## config.mk

```make
export PLATFORM = sky130hd
export DESIGN_NAME = dteq_ctrl
export DESIGN_NICKNAME = d
export VERILOG_FILES = /design/src/rtl/core/dteq_pkg.sv /design/src/rtl/core/dteq_ctrl.sv
export VERILOG_INCLUDE_DIRS = /design/src /design/src/rtl/core
export SDC_FILE = /design/constraint.sdc
export NUM_CORES = 1
export LEC_CHECK = 0
export BUFFER_PORTS_ARGS = -buffer_cell sky130_fd_sc_hd__buf_2
export CAP_MARGIN = 20
export CORE_AREA = 2 2 39 41
export CTS_CLUSTER_SIZE = 40
export DETAILED_ROUTE_END_ITERATION = 16
export DIE_AREA = 0 0 41 43
export GPL_TIMING_DRIVEN = 1
export PLACE_DENSITY = 0.5
export SLEW_MARGIN = 40
export SYNTH_ARGS = -nofsm -noshare
export SYNTH_HDL_FRONTEND = slang
export SYNTH_SLANG_ARGS = --single-unit
```

## constraint.sdc

```tcl
create_clock -name clk -period 1.8 [get_ports clk]
set_input_delay 0.18 -clock clk [delete_from_list [all_inputs] [get_ports clk]]
set_output_delay 0.18 -clock clk [all_outputs]
set_load 0.005 [all_outputs]
```

## src/rtl/core/assert_macros.svh

```systemverilog
// assertion helpers shared by the rtl modules
// each macro samples on clk and is disabled while rst_n is low
`ifndef ASSERT_MACROS_SVH
`define ASSERT_MACROS_SVH

// same-cycle implication
`define ASSERT_IMPL(label, ante, cons) \
    label: assert property (@(posedge clk) disable iff (!rst_n) (ante) |-> (cons)) \
        else $error("assertion failed");

// next-cycle implication
`define ASSERT_NEXT(label, ante, cons) \
    label: assert property (@(posedge clk) disable iff (!rst_n) (ante) |=> (cons)) \
        else $error("assertion failed");

`endif

```

## src/rtl/core/dteq_pkg.sv

```systemverilog
`timescale 1ns / 1ps
`default_nettype none
// ----------------------------------------------------------------------------
// dteq_pkg
// Types and constants shared by the due-time event queue modules.
// ----------------------------------------------------------------------------
package dteq_pkg;

    // request action codes
    localparam logic ACTION_SCHEDULE = 1'b0;
    localparam logic ACTION_TICK     = 1'b1;

    // response kind codes
    localparam logic RESULT_ACK     = 1'b0;
    localparam logic RESULT_RELEASE = 1'b1;

    // most events released by one tick
    localparam int unsigned MAX_RESULTS = 32;
    localparam int unsigned CNT_W       = $clog2(MAX_RESULTS);

    typedef struct packed {
        logic        action;
        logic [15:0] object_id;
        logic [3:0]  event_kind;
        logic [31:0] wake_time;
        logic [31:0] current_time;
    } req_t;

    typedef struct packed {
        logic        result_kind;
        logic        dropped;
        logic [15:0] due_object_id;
        logic [3:0]  due_event_kind;
        logic        last_due;
    } rsp_t;

    // controller to datapath
    typedef struct packed {
        logic load_req;
        logic insert;
        logic pop;
        logic emit_ack;
        logic emit_release;
        logic last;
    } cmd_t;

    // datapath to controller
    typedef struct packed {
        logic full;
        logic front_due;
        logic next_due;
        logic out_free;
    } sts_t;

endpackage
`default_nettype wire

```

## src/rtl/core/dteq_ctrl.sv

```systemverilog
`timescale 1ns / 1ps
`default_nettype none
// ----------------------------------------------------------------------------
// dteq_ctrl
// Sequencer: accepts one request, runs the insert or the release loop.
// ----------------------------------------------------------------------------
`include "assert_macros.svh"
module dteq_ctrl
(
    input  wire logic            clk,
    input  wire logic            rst_n,
    input  wire logic            req_valid,
    input  wire logic            req_action,
    output logic                 req_stall,
    input  wire dteq_pkg::sts_t  sts,
    output dteq_pkg::cmd_t       cmd
);

    typedef enum logic [1:0] {
        ST_IDLE,
        ST_SCHED,
        ST_TICK
    } state_t;

    state_t                     state_reg;
    state_t                     state_next;
    logic [dteq_pkg::CNT_W-1:0] cnt_reg;
    logic [dteq_pkg::CNT_W-1:0] cnt_next;
    logic                       cnt_at_max;

    // release count reaches the per-tick cap after this transaction
    assign cnt_at_max = (cnt_reg == dteq_pkg::CNT_W'(dteq_pkg::MAX_RESULTS - 1));

    // command decode and next state
    always_comb
    begin
        cmd        = '0;
        state_next = state_reg;
        cnt_next   = cnt_reg;
        unique case (state_reg)
            ST_IDLE:
            begin
                if (req_valid)
                begin
                    cmd.load_req = 1'b1;
                    cnt_next     = '0;
                    state_next   = (req_action == dteq_pkg::ACTION_TICK) ? ST_TICK : ST_SCHED;
                end
            end
            ST_SCHED:
            begin
                if (sts.out_free)
                begin
                    cmd.emit_ack = 1'b1;
                    cmd.insert   = !sts.full;
                    state_next   = ST_IDLE;
                end
            end
            ST_TICK:
            begin
                if (sts.out_free)
                begin
                    if (sts.front_due)
                    begin
                        cmd.emit_release = 1'b1;
                        cmd.pop          = 1'b1;
                        cmd.last         = !(sts.next_due && !cnt_at_max);
                        cnt_next         = cnt_reg + dteq_pkg::CNT_W'(1);
                        if (cmd.last)
                        begin
                            state_next = ST_IDLE;
                        end
                    end
                    else
                    begin
                        state_next = ST_IDLE;
                    end
                end
            end
            default:
            begin
                state_next = ST_IDLE;
            end
        endcase
    end

    // state and release counter
    always_ff @(posedge clk or negedge rst_n)
    begin
        if (!rst_n)
        begin
            state_reg <= ST_IDLE;
            cnt_reg   <= '0;
        end
        else
        begin
            state_reg <= state_next;
            cnt_reg   <= cnt_next;
        end
    end

    assign req_stall = (state_reg != ST_IDLE);

    // checks
    `ASSERT_IMPL(a_emit_needs_slot, cmd.emit_ack || cmd.emit_release, sts.out_free)
    `ASSERT_IMPL(a_release_only_due, cmd.emit_release, sts.front_due)
    `ASSERT_NEXT(a_last_returns_idle, cmd.last, state_reg == ST_IDLE)

endmodule
`default_nettype wire

```

==> out/metrics.yaml, run 1 <==
detailed_routing:
  vias: 320
  vias_per_cell: 4.51
  drtIter0Drc: 3
  wl_per_cell_um: 10.4
  routed_wl_um: 738
  dr.pass1.iters: 2
  post-route-drc-count: 0
  ant_nets: 0
timing:
  maxSlewViolCount: 0
  clock-skew-final_ns: 0.00364
  slew_headroom_pct: 80.4
  timing.final.crit_share_pct: 93.6
  max_freq_mhz: 593
  finalSetupViolCount: 0
  setup_tns_ns: 0
  tightest_slew_ns: 0.293
  rsz0062_at_grt: "false"
  min_period_ns: 1.69
  hold_violations: 0
cts:
  cts_tree: "built"
  clockBufferDepth: 2
  cts_buffers: 3
  numClockSinks: 7
  root_buffer: "clkbuf_4"
  htreeDepth: 1
  clkTransAtPathRegs_ns: 0.05
  insertion_delay_ns: 0.25
  post_cts_buffers: 0
global_route:
  grt_overflow: 0
  grt_max_degree: 10
  grt_pass1_wl_um: 1010
  grt_pass1_vias: 268
  track_usage_pct: 8.80
  antenna_found_initial: 0
placed_design:
  dp_hpwl_um: 586
  placement.io_buffers: 14
  gp_congestion: 0.620
  placed_area_um2: 468
critical_path:
  crit_top_cell: "ha_1"
  path_max_fanout: 3
  critPathLaunchType: "flip-flop"
  crit_type: "reg2out"
  crit_path_top_delay_cell: "dfrtp_1"
  slowest_delay_ns: 0.40
  worst_ep_required_time_ns: 1.62
  worstSetupEndpointType: "output pin"
  cp_cell_sequence: "ha_1, and3_1, ha_1, nor2b_2, nor2b_1, buf_2"
  crit_arrival_ns: 1.51
  cpLargestDelayFamily: "flip-flops"
  cp.buffers_inverters: 1
power_and_ir_drop:
  finalPower_mw: 0.546
  power_density_nw_per_um2: 1080
  power_leakage_nw: 0.288
  vdd_ir_drop_max_v: 0.000340
yosys:
  synth_top_area_share_pct: 44.6
  syn_inst: 38
  synth_area_leaders: "dfrtp_1 45%, ha_1 6.4%, mux2i_1 5.1%, nand2_1 4.8%, a22o_1 4.5%"
  syn_area_um2: 393
  yosysTopAreaCell: "dfrtp_1"
  avgSynthCellArea_um2: 10.3
  yosysSeqAreaShare_pct: 44.6
  syn_nets: 48
  ys_seq_elements: 7
  ys_types: 21
  yosys_warnings: 0
finish:
  final_common_cell: "buf_2"
  diodes: 0
  area_delta_synth_final_pct: 29.0
  stdcell_area_um2: 507
  final_cell_mix: "14 x buf_2, 7 x dfrtp_1, 5 x nand2_1, 3 x clkbuf_4"
  nets: 66
  num-fill-cells: 150
  drive_gt1_share_pct: 41.8
  largest_reg_flops: 5
floorplan:
  design.die.area_um2: 1760
  start_util_pct: 28.4
  std_cell_rows: 14
  core_um2: 1380
  die_y_um: 43
  die_x_um: 41
  io_pins: 15
run:
  maxCapViolCount: 0
hold_path:
  min_path_type: "in2reg"
outcome:
  status: "finished, final reports clean"
[worst paths after layout]
check,start,end,slack (ns),cells after the start
hold reg to reg,cnt_reg[3]$_DFFE_PN0P_,cnt_reg[3]$_DFFE_PN0P_,0.47,1
max in group asynchronous,rst_n,cnt_reg[4]$_DFFE_PN0P_,1.35,2
setup / recovery,cnt_reg[0]$_DFFE_PN0P_,cmd[0],0.11,6
setup reg to reg,cnt_reg[0]$_DFFE_PN0P_,state_reg[1]$_DFFE_PN0P_,0.30,6
min in group asynchronous,rst_n,cnt_reg[2]$_DFFE_PN0P_,0.29,2
hold / removal,sts[0],state_reg[1]$_DFFE_PN0P_,0.18,2
[through the flow]
stage | std cells | util, % | setup WS, ns | hold slack (ns)
floorplan | 38 | - | 0.355 | -0.116
global placement | 66 | 33.8 | 0.288 | 0.0222
detailed placement | 66 | 33.8 | 0.265 | 0.0233
CTS | 71 | 36.4 | 0.0709 | 0.164
global route | 71 | 36.6 | 0.0292 | 0.176
finish | 71 | 36.6 | 0.115 | 0.175
[area by class of cell]
class / count / area, um^2 / share of cell area, %
multi-input cells: 27 / 196 / 38.8
flip-flops and latches: 7 / 175 / 34.6
repair buffers: 15 / 80.1 / 15.8
clock buffers: 4 / 26.3 / 5.19
well taps: 16 / 20.0 / 3.95
inverters: 2 / 8.76 / 1.73
[logic make-up after synthesis]
logic type               count (synthesis)  share of synthesized area (%)
flip-flops                               7                           44.6
buffers and inverters                    4                           6.05
AND/OR/NAND/NOR                         17                           24.8
adder cells (fa/ha/maj)                  2                           6.37
multiplexers                             3                           8.92
AO/OA/AOI/OAI                            5                           9.24
[per-layer routing]
layer  up-vias  part of all wire, %  GRT usage [%]
li1        167                    -              -
met1       142                   46           11.5
met2        11                   44           11.6
met3         0                  9.8           3.14
met4         0                    0           6.00
met5         -                    0              0
[synthesized netlist by cell type]
master,count
and4b_1,1
nor3b_1,1
or3b_4,1
nor2_2,1
or2_2,1
inv_1,1
mux2_4,1
buf_4,2
and3_1,1
nand2_1,5
nor2b_1,2
a21oi_1,2
a311oi_1,1
mux2i_1,2
nor3_1,1
nand4_1,1
nor2_1,2
ha_1,2
a22o_1,2
clkinv_2,1
dfrtp_1,7
[worst register-to-register path, stage by stage (launching register included)]
cell	delay (ns)
dfrtp_1	0.40
ha_1	0.22
and3_1	0.18
ha_1	0.18
nor2b_2	0.12
nand2_1	0.07
a311oi_1	0.24
[power by group]
| group | leakage, nW | switching (mW) | internal, mW |
|---|---|---|---|
| Combinational | 0.179 | 0.0705 | 0.0940 |
| Clock | 0.0150 | 0.0581 | 0.0846 |
| Sequential | 0.0943 | 0.0469 | 0.192 |
[what timing repair did]
item | CTS | global route
endpoints found under the hold margin | 7 | 0
endpoints found under the setup margin | 0 | 1
gates resized for setup | 0 | 1
hold buffers | 1 | 0
Note: power is estimated with default switching activity, not from simulation.
==> run 2: changes to the inputs <==
--- a/config.mk
+++ b/config.mk
@@ -6,6 +6,7 @@
 export SDC_FILE = /design/constraint.sdc
 export NUM_CORES = 1
 export LEC_CHECK = 0
+export ABC_AREA = 1
 export BUFFER_PORTS_ARGS = -buffer_cell sky130_fd_sc_hd__buf_2
 export CAP_MARGIN = 20
 export CORE_AREA = 2 2 39 41
@@ -13,7 +14,7 @@
 export DETAILED_ROUTE_END_ITERATION = 16
 export DIE_AREA = 0 0 41 43
 export GPL_TIMING_DRIVEN = 1
-export PLACE_DENSITY = 0.5
+export PLACE_DENSITY = 0.58
 export SLEW_MARGIN = 40
 export SYNTH_ARGS = -nofsm -noshare
 export SYNTH_HDL_FRONTEND = slang
==> out/metrics.yaml, run 2 <==
critical_path:
  crit_arrival_ns: 1.56  # +0.05 ns
  crit_type: "reg2out"
  critPathLaunchType: "flip-flop"
  worstSetupEndpointType: "output pin"
  worst_ep_required_time_ns: 1.62  # about the same
  path_max_fanout: 3  # unchanged
finish:
  num-fill-cells: 145  # -3.3%
  final_cell_mix: "18 x nand2_1, 14 x buf_2, 10 x nor2_1, 8 x inv_1"
  largest_reg_flops: 5  # unchanged
  nets: 103  # +56%
  fin_util_pct: 46.5  # +9.9 points
  diodes: 0  # unchanged
  register_area_um2: 175  # unchanged
  drive_gt1_share_pct: 41.3  # -0.51 points
  multi_input_area_um2: 278  # +41%
  final_common_cell: "nand2_1"
  area_delta_synth_final_pct: 28.8
hold_path:
  min_path_type: "in2reg"
yosys:
  ys_types: 17  # -19%
  synth_top_area_share_pct: 35.1  # -9.5 points
  synth_commonest_cells: "19 x nand2_1, 10 x inv_1, 10 x nor2_1, 7 x dfrtp_1, 5 x inv_2"
  synth-main-ff-cell: "dfrtp_1"
  synth_area_leaders: "dfrtp_1 35%, nand2_1 14%, inv_1 7.5%, nor2_1 7.5%, ha_1 5.0%"
  yosys_warnings: 0  # unchanged
  postSynth.asyncResetShare_pct: 100  # unchanged
  yosys.cell_count.top_type: "nand2_1"
  syn_area_um2: 499  # +27%
  synth_edf_count: 0  # unchanged
  yosysTopAreaCell: "dfrtp_1"
  syn_inst: 73  # +92%
  avgSynthCellArea_um2: 6.84  # -34%
  yosysSeqAreaShare_pct: 35.1  # -9.5 points
  ys_seq_elements: 7  # unchanged
  syn_nets: 83  # +73%
global_route:
  grt_pass1_vias: 444  # +66%
  grt_max_degree: 8  # -2
  antenna_found_initial: 0  # unchanged
  grt_pass1_wl_um: 1770  # +75%
  grt_overflow: 0  # unchanged
  track_usage_pct: 15.9  # +7.1 points
floorplan:
  die_x_um: 41  # unchanged
  io_pins: 15  # unchanged
  core_um2: 1380  # unchanged
  die_y_um: 43  # unchanged
  start_util_pct: 36.1  # +7.7 points
  std_cell_rows: 14  # unchanged
  design.die.area_um2: 1760  # unchanged
timing:
  maxSlewViolCount: 0  # unchanged
  min_period_ns: 1.74  # +0.0501 ns
  clock-skew-final_ns: 0.0100  # +0.00637 ns
  fin_hold_ws_ns: 0.240  # +0.0642 ns
  timing.final.crit_share_pct: 96.4  # +2.8 points
  tightest_slew_ns: 0.205  # -0.0884 ns
  rsz0062_at_grt: "true"
  slew_headroom_pct: 86.3  # +5.9 points
  hold_violations: 0  # unchanged
  max_freq_mhz: 576  # -2.9%
  timing.final.ws_setup_ns: 0.0644  # -0.0501 ns
  finalSetupViolCount: 0  # unchanged
detailed_routing:
  drtIter0Drc: 2  # -1
  dr.pass1.iters: 2  # unchanged
  vias: 495  # +55%
  vias_per_cell: 4.58  # +1.7%
  wl_per_cell_um: 10.2  # -1.9%
  routed_wl_um: 1100  # +49%
  ant_nets: 0  # unchanged
  post-route-drc-count: 0  # unchanged
placed_design:
  gp_congestion: 0.772  # +25%
  dp_hpwl_um: 842  # +44%
  placement.io_buffers: 14  # unchanged
  dp_slack_ns: 0.283  # +0.0179 ns
power_and_ir_drop:
  power_leakage_nw: 0.347  # +20%
  power_density_nw_per_um2: 1170  # +8.7%
  vdd_ir_drop_max_v: 0.000621  # +82%
  finalPower_mw: 0.753  # +38%
cts:
  cts_tree: "built"
  clockBufferDepth: 2  # unchanged
  clkTransAtPathRegs_ns: 0.06  # about the same
  insertion_delay_ns: 0.26  # about the same
  root_buffer: "clkbuf_4"
  htreeDepth: 1  # unchanged
  numClockSinks: 7  # unchanged
  cts_buffers: 3  # unchanged
outcome:
  status: "finished, final reports clean"
run:
  maxCapViolCount: 0  # unchanged
[run 2: cell count changes in the layout (fill, tap and decap cells not counted), moves of 3 or more]
cell	before	now
nand2_1	5	18
nor2_1	2	10
inv_1	1	8
inv_2	0	7
o21ai_1	0	4
nand2_2	0	3
nand3_1	0	3
[run 2: final cells by class]
class,count,share of cell area (%)
clock buffers,4,4.09
repair buffers,16,13.6
multi-input cells,50,43.2
well taps,16,3.11
flip-flops and latches,7,27.2
inverters,15,8.75
[run 2: logic make-up after synthesis]
family / Yosys count / share of synthesized area (%)
AO/OA/AOI/OAI: 6 / 8.27
adder cells (fa/ha/maj): 2 / 5.01
buffers and inverters: 16 / 12.8
flip-flops: 7 / 35.1
AND/OR/NAND/NOR: 42 / 38.8
[run 2: path summary, 6_finish.rpt]
check / startpoint / end / slack [ns] / depth (start not counted)
min in group asynchronous: rst_n / cnt_reg[2]$_DFFE_PN0P_ / 0.28 / 2
min: req_action / state_reg[0]$_DFFE_PN0P_ / 0.24 / 4
max in group asynchronous: rst_n / cnt_reg[3]$_DFFE_PN0P_ / 1.35 / 2
max reg2reg: cnt_reg[1]$_DFFE_PN0P_ / state_reg[0]$_DFFE_PN0P_ / 0.36 / 10
min reg2reg: cnt_reg[3]$_DFFE_PN0P_ / cnt_reg[3]$_DFFE_PN0P_ / 0.48 / 2
max: cnt_reg[1]$_DFFE_PN0P_ / cmd[0] / 0.06 / 8
[run 2: timing repair]
| action | CTS | global route |
|---|---|---|
| hold buffers | 1 | 0 |
| setup endpoints to repair | 1 | 1 |
| cloned | 0 | 0 |
| setup buffers | 1 | 0 |
| endpoints found under the hold margin | 7 | 0 |
| gates resized for setup | 0 | 7 |
| pin swaps | 0 | 2 |
[run 2: report_power, final]
part | leakage [nW] | internal (mW) | switching (mW)
Combinational | 0.237 | 0.141 | 0.234
Sequential | 0.0954 | 0.189 | 0.0396
Clock | 0.0150 | 0.0850 | 0.0643
Total | 0.347 | 0.415 | 0.338
[run 2: routing by layer]
layer	track usage (%)	vias up	wire length (um)
met5	0	-	0
met4	10.0	0	23
met3	6.28	4	45
met2	24.4	11	550
met1	17.2	222	482
li1	-	258	-
[run 2: critical path: stages, from the launching register on]
cell and delay [ns]:
dfrtp_1 0.37, ha_2 0.20, inv_2 0.04, nor3_2 0.13
ha_2 0.20, inv_2 0.03, nand2_2 0.05, nor3b_2 0.14
buf_2 0.13
[run 2: metrics by stage]
stage,instances,area [um^2],setup TNS (ns)
after floorplan,73,499,0
after global placement,102,582,0
after detailed placement,102,582,0
after CTS,108,626,0
after global routing,108,643,-0.0573
final,108,643,0
